<file path="src/design/v3n_pkg.sv">
// Shared types and constants for the 3D vector normalizer.
package v3n_pkg;

  // lanes, one per vector component
  localparam int NLANE = 3;

  // quotient c^2 * 2^60 / S is at most 2^60
  localparam int QUO_W     = 61;
  // one restoring step for the leading bit, then one per fraction bit
  localparam int DIV_STEPS = QUO_W;
  // radicand of the unit root, padded to an even width
  localparam int URAD_W    = QUO_W + 1;
  localparam int UROOT_W   = URAD_W / 2;
  localparam int UNIT_W    = 32;
  localparam int MAG_W     = 32;

  // per-item flags carried alongside the datapath
  typedef struct packed {
    logic [NLANE-1:0] neg;
    logic             zero;
  } lane_flags_t;

endpackage

</file>
<file path="src/design/v3n_div_cell.sv">
// One restoring divide step for all three lanes, registered, divisor carried along.
module v3n_div_cell #(
  parameter int SW    = 66,
  parameter bit SHIFT = 1'b1
) (
  input  logic                                          clk,
  input  logic                                          en,
  input  logic [SW-1:0]                                 d_in,
  input  logic [v3n_pkg::NLANE-1:0][SW:0]               rem_in,
  input  logic [v3n_pkg::NLANE-1:0][v3n_pkg::QUO_W-1:0] quo_in,
  output logic [SW-1:0]                                 d_out,
  output logic [v3n_pkg::NLANE-1:0][SW:0]               rem_out,
  output logic [v3n_pkg::NLANE-1:0][v3n_pkg::QUO_W-1:0] quo_out
);
  import v3n_pkg::*;

  logic [NLANE-1:0][SW:0]       rem_next;
  logic [NLANE-1:0][QUO_W-1:0]  quo_next;
  logic [NLANE-1:0][SW:0]       rs;
  logic [NLANE-1:0]             ge;

  // shift, trial subtract, keep if non-negative
  always_comb begin
    for (int l = 0; l < NLANE; l++) begin
      rs[l]       = SHIFT ? {rem_in[l][SW-1:0], 1'b0} : rem_in[l];
      ge[l]       = rs[l] >= {1'b0, d_in};
      rem_next[l] = ge[l] ? (rs[l] - {1'b0, d_in}) : rs[l];
      quo_next[l] = {quo_in[l][QUO_W-2:0], ge[l]};
    end
  end

  always_ff @(posedge clk) begin
    if (en) begin
      d_out   <= d_in;
      rem_out <= rem_next;
      quo_out <= quo_next;
    end
  end

endmodule

</file>
<file path="config.mk">
export PLATFORM = sky130hd
export DESIGN_NAME = v3n_div_cell
export DESIGN_NICKNAME = d
export VERILOG_FILES = /design/src/design/v3n_pkg.sv /design/src/design/v3n_div_cell.sv
export SDC_FILE = /design/constraint.sdc
export NUM_CORES = 1
export LEC_CHECK = 0
export ABC_AREA = 1
export BUFFER_PORTS_ARGS = -buffer_cell sky130_fd_sc_hd__buf_2
export CORE_AREA = 2 2 355 357
export CTS_CLUSTER_SIZE = 20
export DETAILED_ROUTE_END_ITERATION = 10
export DIE_AREA = 0 0 357 359
export GPL_TIMING_DRIVEN = 0
export MAX_ROUTING_LAYER = met4
export SLEW_MARGIN = 10
export SYNTH_ARGS = -nofsm -noshare
export SYNTH_HDL_FRONTEND = slang
export SYNTH_SLANG_ARGS = --single-unit
</file>
<file path="constraint.sdc">
create_clock -name clk -period 4.5 [get_ports clk]
set_input_delay 0 -clock clk [delete_from_list [all_inputs] [get_ports clk]]
set_output_delay 0 -clock clk [all_outputs]
set_load 0.005 [all_outputs]
</file>
==> summary.txt <==
STA
  • Worst slew pin tran: 808.2 ps
  • RSZ-0062 raised after global routing: false
  • Hold Violations, Final: 0
  • Smallest setup slack after layout: 875.7 ps
  • Share of the clock period used by the worst path: 80.54%
  • Final setup fails: 0
  • Maximum clock frequency: 0.2759 GHz
  • Number of max-slew violations in the final report: 0
  • Fin crit period: 3624 ps
  • Worst relative slew slack: between 40 and 50%

Layout
  • Register area: 13510 sq um
  • Share of layout cells above drive strength 1: between 15 and 20%
  • Footprint of the multi-input gates: 16640 sq um
  • Final non-filler cell total: 7938
  • Filler Cells Inserted: between 10000 and 15000
  • Area growth syn-to-layout: 38.26%
  • Post-layout nets: 6872

Synthesis
  • Simple-gate share of the synthesized area: 33.96%
  • Synthesized-area fraction occupied by ao, oa, aoi and oai cells: 5.079%
  • Count of yosys warnings during synthesis: 0
  • Proportion of synthesized flip-flops having asynchronous set or reset: 0%
  • Number of instances in the synthesized netlist: slightly below 5000
  • Post-synthesis share of cell area spent on full adders, half adders and majority gates: 7.518%
  • Cell Area, Synth: about 34000 sq um
  • Synth Area in XOR/XNOR: 2.751%
  • Fraction of post-synthesis cell area in the top cell type by area: 40.04%
  • Cell types occupying the most area after synthesis: edfxtp_1, nand2_1, inv_1
  • Dominant cell by count in the synthesized netlist: nand2_1
  • Post-synthesis net count: 5474
  • Sequential fraction of the synthesis area: 40.04%
  • Ys flop type: edfxtp_1
  • Multiplexer fraction of the synthesized cell area: 0%
  • Number of storage elements in the synthesis netlist: 450
  • Dominant combinational cell family by area after synthesis: simple AND/OR/NAND/NOR gates
  • Number of enable-type register cells in the synthesized netlist: 450
  • Cell taking the most area after synthesis: edfxtp_1
  • Synthesized area per cell: 7.001 sq um
  • Leading post-synthesis cells by instance count: nand2_1, inv_1, edfxtp_1, nor2_1, nand3_1
  • Number of distinct standard cells referenced by the synthesized netlist: 34

Global routing
  • Pin count of the biggest net entering global routing: 96
  • Initial antenna violation count: 29
  • Global route overflow: 0
  • Vias in the first global route: 37171
  • First-pass GRT wire length: 256.6 mm
  • Global-route usage over all layers: 29.13%

Clock tree
  • Number of buffers created by CTS: 53
  • Master cell of the clock root buffer: clkbuf_16
  • Count of instances resized after the clock tree is built: 0
  • Clock Tree Buf Depth: 3
  • H-tree depth: 2
  • Number of hold buffers added after cts: 441
  • Post-CTS clock slew at the launch and capture registers of the worst setup and hold paths: 60 ps
  • CTS tree: built
  • Clk sink count: 450
  • Total setup buffers inserted after CTS: 0

Placement
  • Pre-CTS setup slack: slightly above 900 ps
  • Final GP Congestion: around 1.0
  • Port bufs: ~900
  • Total instance count after detailed placement: 7370
  • Half-perimeter wire length of the detailed placement result: 159.4 mm

Power and ir drop
  • P_leak: between 20 and 25 nW
  • Worst IR drop on VDD: 0.2935 mV
  • Power density over cell area: 310.8 nW/um^2

Critical path
  • Critical path startpoint category: input port
  • Sequence of cells on the critical path: dlygate4sd3_1 -> buf_2 -> inv_1 -> ha_1 -> nand2_1 -> nor2_1 -> nand2_1 -> nor2_1 -> nand2_1 -> nor2_1 -> nor2_1 -> nand2_1 -> nor2_1 -> nand2_2 -> inv_2 -> buf_6 -> buf_6 -> nor2_1
  • Worst Setup Path Type: in2reg
  • Largest fanout on the critical path: 10
  • Start point of the critical path: d_in[44]
  • Critical path endpoint category: flip-flop
  • Kind of cell adding the most delay to the critical path: simple AND/OR/NAND/NOR gates
  • Data arrival, critical path: 3990 ps
  • Maximum cell stage delay along the critical path: 550 ps
  • Number of stages on the worst setup path: 18
  • Highest-delay cell along the critical path: dlygate4sd3_1
  • Cell seen most often among critical-path stages: nor2_1
  • Required time of the worst setup path: 4860 ps
  • Number of buffers and inverters on the critical path: 6

Worst hold path
  • Hold Path Stages: 2
  • Origin of the worst min-delay path: quo_in[118]
  • Worst hold-check path type: in2reg

Status
  • Result of the run: finished, final reports clean

Drt
  • Via density per instance: approximately 4.7
  • Post-route DRC: 0
  • Routed wire length: between 150 and 200 mm
  • Number of DRC markers in iteration 0: 2640
  • First-pass detailed-route iteration total: 6
  • Post-route ant nets: 0
  • Detail-routed net length per standard cell: 23.73 microns
  • Vias after detailed routing: 37202

Die
  • Total core area: 124600 sq um
  • IO Pins: 902
  • Effective utilization at floorplan: a little over a quarter
  • Row count: 130
  • Area of the die: ~130000 sq um
  • Height of the chip: roughly 360 microns
  • Width of the die: 357 microns

Run
  • Max-cap viol count: 0
==> routing by layer <==
metal  wire length [microns]  GRT usage [%]  vias up
met3                   10110          3.391      401
li1                        -              -    17988
met5                       0              -        -
met4                   13950          17.38        0
met1                   68120          30.05    17471
met2                   96180          52.71     1342
==> power by group <==
group | switching [mW] | total (mW) | internal (mW)
clock | 1.92 | 4.42 | 2.49
combinational | 3.07 | 4.69 | 1.62
sequential | 0.191 | 5.40 | 5.21
total | 5.18 | 14.5 | 9.32
==> layout make-up <==
| class | instances | share of cell area (%) |
|---|---|---|
| antenna | 25 | 0.1341 |
| buffer | 43 | 0.7400 |
| clock buffer | 60 | 2.944 |
| clock inverter | 39 | 0.7910 |
| inverter | 866 | 6.966 |
| multi-input combinational | 3462 | 35.66 |
| sequential | 450 | 28.96 |
| tap | 1650 | 4.424 |
| timing repair buffer | 1343 | 19.38 |
==> final timing paths <==
kind / end / slack (ps)
setup / recovery: rem_out[67] / 880
hold / removal: quo_out[119] / 60
==> placed cells by master (no fill, tap or decap), drive strengths merged, types with 15 or more instances in the layout <==
master	instances
nor2	390
edfxtp	450
o21ai	67
o21bai	36
clkinv	27
inv	868
a21oi	214
ha	198
buf	942
dlygate4sd3	444
nand3b	48
clkbuf	60
nand3	258
diode	25
xor2	103
nor4	15
nand4	38
nor3	37
nand2	2037
==> logic make-up (layout without fill, tap and decap cells) <==
kind of cell	after synthesis	in the layout
xor gates and xnor gates	106	106
AOI/OAI and AO/OA	320	320
and+or+nand+nor	2835	2835
buffers and inverters	909	2351
DFF	450	450
other	0	25
adders and majority gates	201	201
==> stage by stage <==
stage	setup TNS, ps	hold WS (ps)	total power, mW	cell area, sq um	utilization (%)
floorplan	0	98.87	7.562	33750	-
global placement	-1768530	177.2	9.839	40290	32.34
CTS	0	8.160	14.61	46570	37.38
detailed placement	0	178.1	9.786	40410	32.44
global route	0	4.121	15.16	46640	37.43
finish	0	61.56	14.50	46660	37.45
==> state kept, by name, indices dropped and copies added, names as in the netlist <==
register / cells
rem_out: 201
quo_out: 183
d_out: 66
No activity file was read; power rests on OpenSTA's default activity.
