--- src/design/v3n_sqrt_cell.sv ---
// One digit-by-digit square root step, registered, radicand shifted along.
module v3n_sqrt_cell #(
  parameter int N = 62,
  parameter int R = N / 2
) (
  input  logic         clk,
  input  logic         en,
  input  logic [N-1:0] rad_in,
  input  logic [R+1:0] rem_in,
  input  logic [R-1:0] root_in,
  output logic [N-1:0] rad_out,
  output logic [R+1:0] rem_out,
  output logic [R-1:0] root_out
);

  logic [R+1:0] rs;
  logic [R+1:0] trial;
  logic         ge;

  // bring down two radicand bits, try root*4+1
  always_comb begin
    rs    = {rem_in[R-1:0], rad_in[N-1:N-2]};
    trial = {root_in, 2'b01};
    ge    = rs >= trial;
  end

  always_ff @(posedge clk) begin
    if (en) begin
      rad_out  <= {rad_in[N-3:0], 2'b00};
      rem_out  <= ge ? (rs - trial) : rs;
      root_out <= {root_in[R-2:0], ge};
    end
  end

endmodule

--- config.mk ---
export PLATFORM = sky130hd
export DESIGN_NAME = v3n_sqrt_cell
export DESIGN_NICKNAME = d
export VERILOG_FILES = /design/src/design/v3n_sqrt_cell.sv
export SDC_FILE = /design/constraint.sdc
export NUM_CORES = 1
export LEC_CHECK = 0
export BUFFER_PORTS_ARGS = -buffer_cell sky130_fd_sc_hd__buf_2
export CORE_MARGIN = 4
export CORE_UTILIZATION = 44
export DETAILED_ROUTE_END_ITERATION = 6
export HOLD_SLACK_MARGIN = 0.05
export PLACE_DENSITY = 0.78
export REMOVE_ABC_BUFFERS = 1
export SLEW_MARGIN = 20
export SYNTH_ARGS = -nofsm -noshare
export SYNTH_HDL_FRONTEND = slang
export SYNTH_SLANG_ARGS = --single-unit
--- constraint.sdc ---
create_clock -name clk -period 2.4 [get_ports clk]
set_input_delay 0.24 -clock clk [delete_from_list [all_inputs] [get_ports clk]]
set_output_delay 0.24 -clock clk [all_outputs]
set_load 0.02 [all_outputs]
==> results.yml, run 1 <==
worst_setup_path:
  crit_type: "input pin to flip-flop"
  crit_top_cell: "buf_12"
  path_max_fanout: 29
  cp_data_arrival_time_ns: 2.57
  setup.worst_path.end_class: "flip-flop"
  cp_cell_sequence: "buf_2 > inv_1 > ha_1 > nand4_1 > buf_4 > or4_1 > o21ai_2 > a21oi_4 > buf_12 > buf_12 > o31ai_2"
  critPathMaxStageDelay_ns: 0.58
  critPathLaunchType: "input pin"
  cp.required_ns: 2.63
  cpMaxStageDelayCell: "or4_1"
sta:
  fmax_mhz: 428
  fin_crit_sh: 0.974
  min_period_ns: 2.34
  maxSlewHeadroom: 0.663
  slew_violations: 0
  fin_tns_setup_ns: 0
  finalSetupViolCount: 0
  worstMarginPinSlew_ns: 0.506
  rsz0062_at_grt: "yes"
  final_hold_viol_count: 0
synthesis:
  synth_edf_count: 124
  syn_inst: 478
  postSynthAreaPerCell_sq_um: 12.5
  synthTopCellsByCount: "124 x edfxtp_1, 53 x nand2_1, 39 x inv_1, 35 x o21ai_0, 34 x a21oi_1"
  yosys.area.top_type: "edfxtp_1"
  ys_async_sr_fraction: 0
  netlist_top_cells_area: "edfxtp_1 62%, ha_1 6.9%, nand2_1 3.3%"
  synth_top_area_frac: 0.623
  synth_most_common_cell: "edfxtp_1"
  synth_flop_cell: "edfxtp_1"
  seq_area_frac_synth: 0.623
  ys_types: 51
  syn-cell-area_sq_mm: 0.00597
  ys_ff_latch: 124
  yosysWarnings: 0
power:
  vdd_drop_max_uv: 422
  total_power_uw: 6870
  p_per_area_mw_per_mm2: 701
  leakage_uw: 0.00448
clocking:
  htreeDepth: 4
  clockRootBuffer: "clkbuf_16"
  tritoncts: "done"
  clockBufferDepth: 2
  cts_made_buffers: 17
  clkTransAtPathRegs_ns: 0.06
  clock-sinks: 124
routing:
  wire_per_inst_um: 17.2
  highest_layer: "met4"
  wl_met1_mm: 7.53
  wl_mm: 19.3
  antenna_left: 0
  vias: 5556
  viasPerCell: 4.96
  routed-wl-met3_um: 969
  drc_errors: 0
  drtIter0Drc: 333
  wl_met2_mm: 10.3
  dr.pass1.iters: 4
layout:
  drive_above_1_share: 0.443
  regArea_sq_mm: 0.00372
  nFillCells: 911
  multi_input_area_sq_mm: 0.00212
  fin_nets: 1092
  syn_to_final_growth_pct: 64.2
  finalInstanceArea_sq_mm: 0.00981
  num_antenna_cells: 0
job:
  timing.max_cap.violations: 0
global_route:
  grt_overflow_total: 0
  grt_max_degree: 65
  antenna_found_initial: 0
  grt_pass1_vias: 5902
  grt_first_pass_wirelength_mm: 31.0
  grt_usage: 0.250
placed_design:
  place_congestion: 0.890
  dp_hpwl_mm: 13.3
  postPlaceCellArea_sq_mm: 0.00822
  io_buffer_count: 249
floorplanning:
  rows: 42
  io_pins: 254
  die_x_um: 125
  core-area_sq_mm: 0.0132
  die_area_sq_mm: 0.0155
  die_h_um: 125
  start_util: 0.451
outcome:
  status: "complete, no violations"
min_path:
  hold_path_class: "input pin to flip-flop"
## sequential cells by signal, summed over array words and instances (netlist names)
register / flops
rad_out: 60
rem_out: 33
root_out: 31
## path summary, 6_finish.rpt
check | startpoint | end | depth (start not counted)
max | root_in[8] | rem_out[6] | 11
min | root_in[8] | root_out[9] | 2
## cell type report
cell class / instances / area share
Multi-Input combinational cell: 299 / 0.216
Sequential cell: 124 / 0.380
Tap cell: 176 / 0.0225
Clock inverter: 15 / 0.0149
Timing Repair Buffer: 450 / 0.309
Inverter: 39 / 0.0149
Clock buffer: 17 / 0.0434
## placed cells by master (no fill, tap or decap), drive strengths merged, types with 10 or more instances in the layout
cell type / synthesis / routed
a21o: 10 / 10
a21oi: 38 / 38
buf: 12 / 362
clkbuf: 5 / 17
dlygate4sd3: 0 / 88
edfxtp: 124 / 124
ha: 33 / 33
inv: 39 / 41
nand2: 53 / 53
nand4: 11 / 11
nor2: 10 / 10
o21ai: 43 / 43
xnor2: 18 / 18
xor2: 13 / 13
## metal layers
metal | up-vias | GRT usage
li1 | 2671 | -
met1 | 2632 | 0.291
met2 | 216 | 0.454
met3 | 37 | 0.0506
met4 | 0 | 0.0941
met5 | - | 0
## cells by family (layout without fill, tap and decap cells)
family	after synthesis	count (layout)	synth area share
DFF	124	124	0.623
AOI/OAI and AO/OA	123	123	0.130
and+or+nand+nor	107	107	0.0865
buffers and inverters	56	521	0.0398
adders and majority gates	33	33	0.0691
xor gates and xnor gates	31	31	0.0455
muxes	3	3	0.00545
other	1	2	0.000628
## critical path: cells and delay by family
kind / cells / cell delay (ns)
fa+ha+maj: 1 / 0.33
buf+inv: 5 / 0.62
simple gates: 2 / 0.76
compound gates: 3 / 0.60
## power breakdown
group,internal [uW],switching [uW]
logic,775,920
clock network,1520,958
registers,2640,62.5
total,4930,1940
## timing repair
item | 4_1_cts | 5_1_grt
endpoints found under the setup margin | 6 | 33
endpoints found under the hold margin | 88 | 0
pin swaps | 0 | 6
hold buffers | 88 | 0
resized for setup | 1 | 15
buffers inserted | 0 | 4
## metrics by stage
| stage | instances | worst slack, ns | hold WS, ns | utilization |
|---|---|---|---|---|
| global placement | 996 | -0.366 | 0.417 | 0.621 |
| CTS | 1116 | 0.0213 | 0.100 | 0.731 |
| global route | 1120 | -0.0306 | 0.114 | 0.740 |
| detailed placement | 996 | -0.430 | 0.418 | 0.621 |
| floorplan | 462 | -0.629 | 0.339 | - |
| finish | 1120 | 0.0619 | 0.114 | 0.740 |
Note: power is estimated with default switching activity, not from simulation.
==> inputs of run 2 (changes only) <==
- CORE_UTILIZATION: 44 -> 40
- PLACE_DENSITY: 0.78 -> 0.72
==> run 2 against run 1 <==
  * Critical path depth increased by 3
  * First-iteration DRC count decreased by 3.9%
  * Non-clock buffer count down 12
  * Utilization shrank 7.4 points
  * Hold slack worse by 0.0064 ns
  * Combinational power about the same
  * Design area is 0.85% lower
  * Setup slack better by 0.012 ns
  * Sequential share of layout area increased by 0.33 points
  * Fmax up 0.54%
==> results.yml, run 2 (synthesized netlist as in run 1, its figures left out) <==
layout:
  drive_above_1_share: 0.443
  top_register: "rad_out"
  largest_reg_flops: 60
  reg_top3: "rad_out: 60 flops, rem_out: 33 flops, root_out: 31 flops"
  mostFrequentLayoutCells: "248 x buf_2, 124 x edfxtp_1, 99 x buf_4"
  fin_nets: 1080
  final_core_util: 0.666
  num_antenna_cells: 0
  syn_to_final_growth_pct: 62.8
  final_common_cell: "buf_2"
  nFillCells: 1064
  finalNonFillerCells: 1115
clocking:
  clockBufferDepth: 2
  cts_made_buffers: 17
  clock-sinks: 124
  clkTransAtPathRegs_ns: 0.06
  htreeDepth: 4
  clockRootBuffer: "clkbuf_16"
  tritoncts: "done"
sta:
  fin_crit_sh: 0.969
  final_hold_viol_count: 0
  rsz0062_at_grt: "yes"
  fin_ws_ns: 0.0743
  slew_violations: 0
  finalSetupViolCount: 0
  min_period_ns: 2.33
  fmax_mhz: 430
  fin_tns_setup_ns: 0
min_path:
  hold_start: "root_in[8]"
  hold-path-endpoint: "root_out[9]"
  hold_depth: 2
  hold_path_class: "input pin to flip-flop"
worst_setup_path:
  crit_type: "input pin to flip-flop"
  cp_cell_sequence: "buf_2 > inv_1 > ha_1 > buf_4 > nor2_1 > o311ai_2 > o211ai_1 > o31a_1 > o21ai_2 > o311ai_2 > buf_4 > o21ai_1 > xnor2_1 > o21ai_1"
  path_max_fanout: 4
  cpMaxStageDelayCell: "o31a_1"
  cp.required_ns: 2.57
  cp_top_family: "compound AO/OA/AOI/OAI gates"
  cp_data_arrival_time_ns: 2.49
  critPathMaxStageDelay_ns: 0.35
  critPathLaunchType: "input pin"
  setup.worst_path.end_class: "flip-flop"
  cp_num_buf_inv: 4
power:
  sw_frac_of_total: 0.286
  internal_power_uw: 4810
  p_switching_uw: 1920
  seqPwrFrac: 0.401
  leakage_uw: 0.00441
  p_per_area_mw_per_mm2: 692
  vdd_drop_max_uv: 458
  power_frac_clock: 0.352
  power_frac_comb: 0.248
routing:
  wl_mm: 18.6
  dr.pass1.iters: 4
  viasPerCell: 4.92
  antenna_left: 0
  wire_per_inst_um: 16.7
  vias: 5483
  drc_errors: 0
  drtIter0Drc: 320
global_route:
  grt_usage: 0.215
  grt_pass1_vias: 5733
  antenna_found_initial: 1
  grt_max_degree: 63
  grt_overflow_total: 0
  grt_first_pass_wirelength_mm: 28.4
floorplanning:
  die_h_um: 130
  rows: 44
  io_pins: 254
  core-area_sq_mm: 0.0146
  die_x_um: 130
  start_util: 0.409
  die_area_sq_mm: 0.0170
placed_design:
  post-place-ws_ns: -0.464
  io_buffer_count: 249
  dpl.cell_count: 994
  dp_hpwl_mm: 13.0
  place_congestion: 0.958
outcome:
  status: "complete, no violations"
job:
  timing.max_cap.violations: 0
## run 2: cell count changes in the layout (fill, tap and decap cells not counted), moves of 2 or more
cell	change
o21ai_1	+2
buf_4	-11
ha_2	+2
o311ai_2	+3
o311ai_1	-3
clkinv_1	-2
a21oi_4	+2
## run 2: power by group through the flow
stage / sequential (uW) / clock [uW] / combinational (uW)
final: 2690 / 2370 / 1670
after global routing: 2710 / 2540 / 1810
after CTS: 2690 / 2420 / 1620
after detailed placement: 2730 / 0 / 1500
after global placement: 2730 / 0 / 1470
after floorplan: 3010 / 0 / 500
## run 2: per-stage QoR
| stage | hold WS (ns) | power [uW] | area, sq um |
|---|---|---|---|
| after global placement | 0.417 | 4190 | 8160 |
| after detailed placement | 0.418 | 4230 | 8160 |
| final | 0.108 | 6730 | 9720 |
| after CTS | 0.0902 | 6730 | 9580 |
| after global routing | 0.0980 | 7060 | 9720 |
| after floorplan | 0.339 | 3510 | 5890 |
## run 2: worst max-delay path by stage
stage,start,endpoint,slack [ns],cells after the start
after floorplan,root_in[2],rem_out[11],-0.63,10
after global placement,rem_in[2],rem_out[19],-0.38,11
after detailed placement,root_in[2],rem_out[30],-0.46,13
after CTS,root_in[2],rem_out[30],0.003,13
after global routing,root_in[4],rem_out[27],-0.05,14
final,root_in[4],rem_out[27],0.07,14
## run 2: layer usage
| metal | GRT usage | wire, um | up-vias |
|---|---|---|---|
| li1 | - | - | 2641 |
| met1 | 0.240 | 7060 | 2582 |
| met2 | 0.382 | 9630 | 216 |
| met3 | 0.0594 | 1370 | 42 |
| met4 | 0.0929 | 511 | 2 |
| met5 | 0 | 9 | - |
## run 2: what timing repair did
| item | CTS | global route |
|---|---|---|
| gates resized for setup | 1 | 23 |
| setup endpoints to repair | 2 | 27 |
| hold buffers | 87 | 0 |
| pin swaps | 1 | 4 |
| buffers inserted | 0 | 3 |
| hold endpoints to repair | 87 | 0 |
## run 2: final cells by class
| type | instances | area [sq um] | share of cell area |
|---|---|---|---|
| repair buffers | 438 | 2940 | 0.302 |
| multi-input cells | 299 | 2140 | 0.220 |
| flip-flops and latches | 124 | 3720 | 0.383 |
| well taps | 184 | 230 | 0.0237 |
| clock buffers | 17 | 425 | 0.0438 |
| inverters | 39 | 146 | 0.0151 |
| clock inverters | 14 | 123 | 0.0126 |
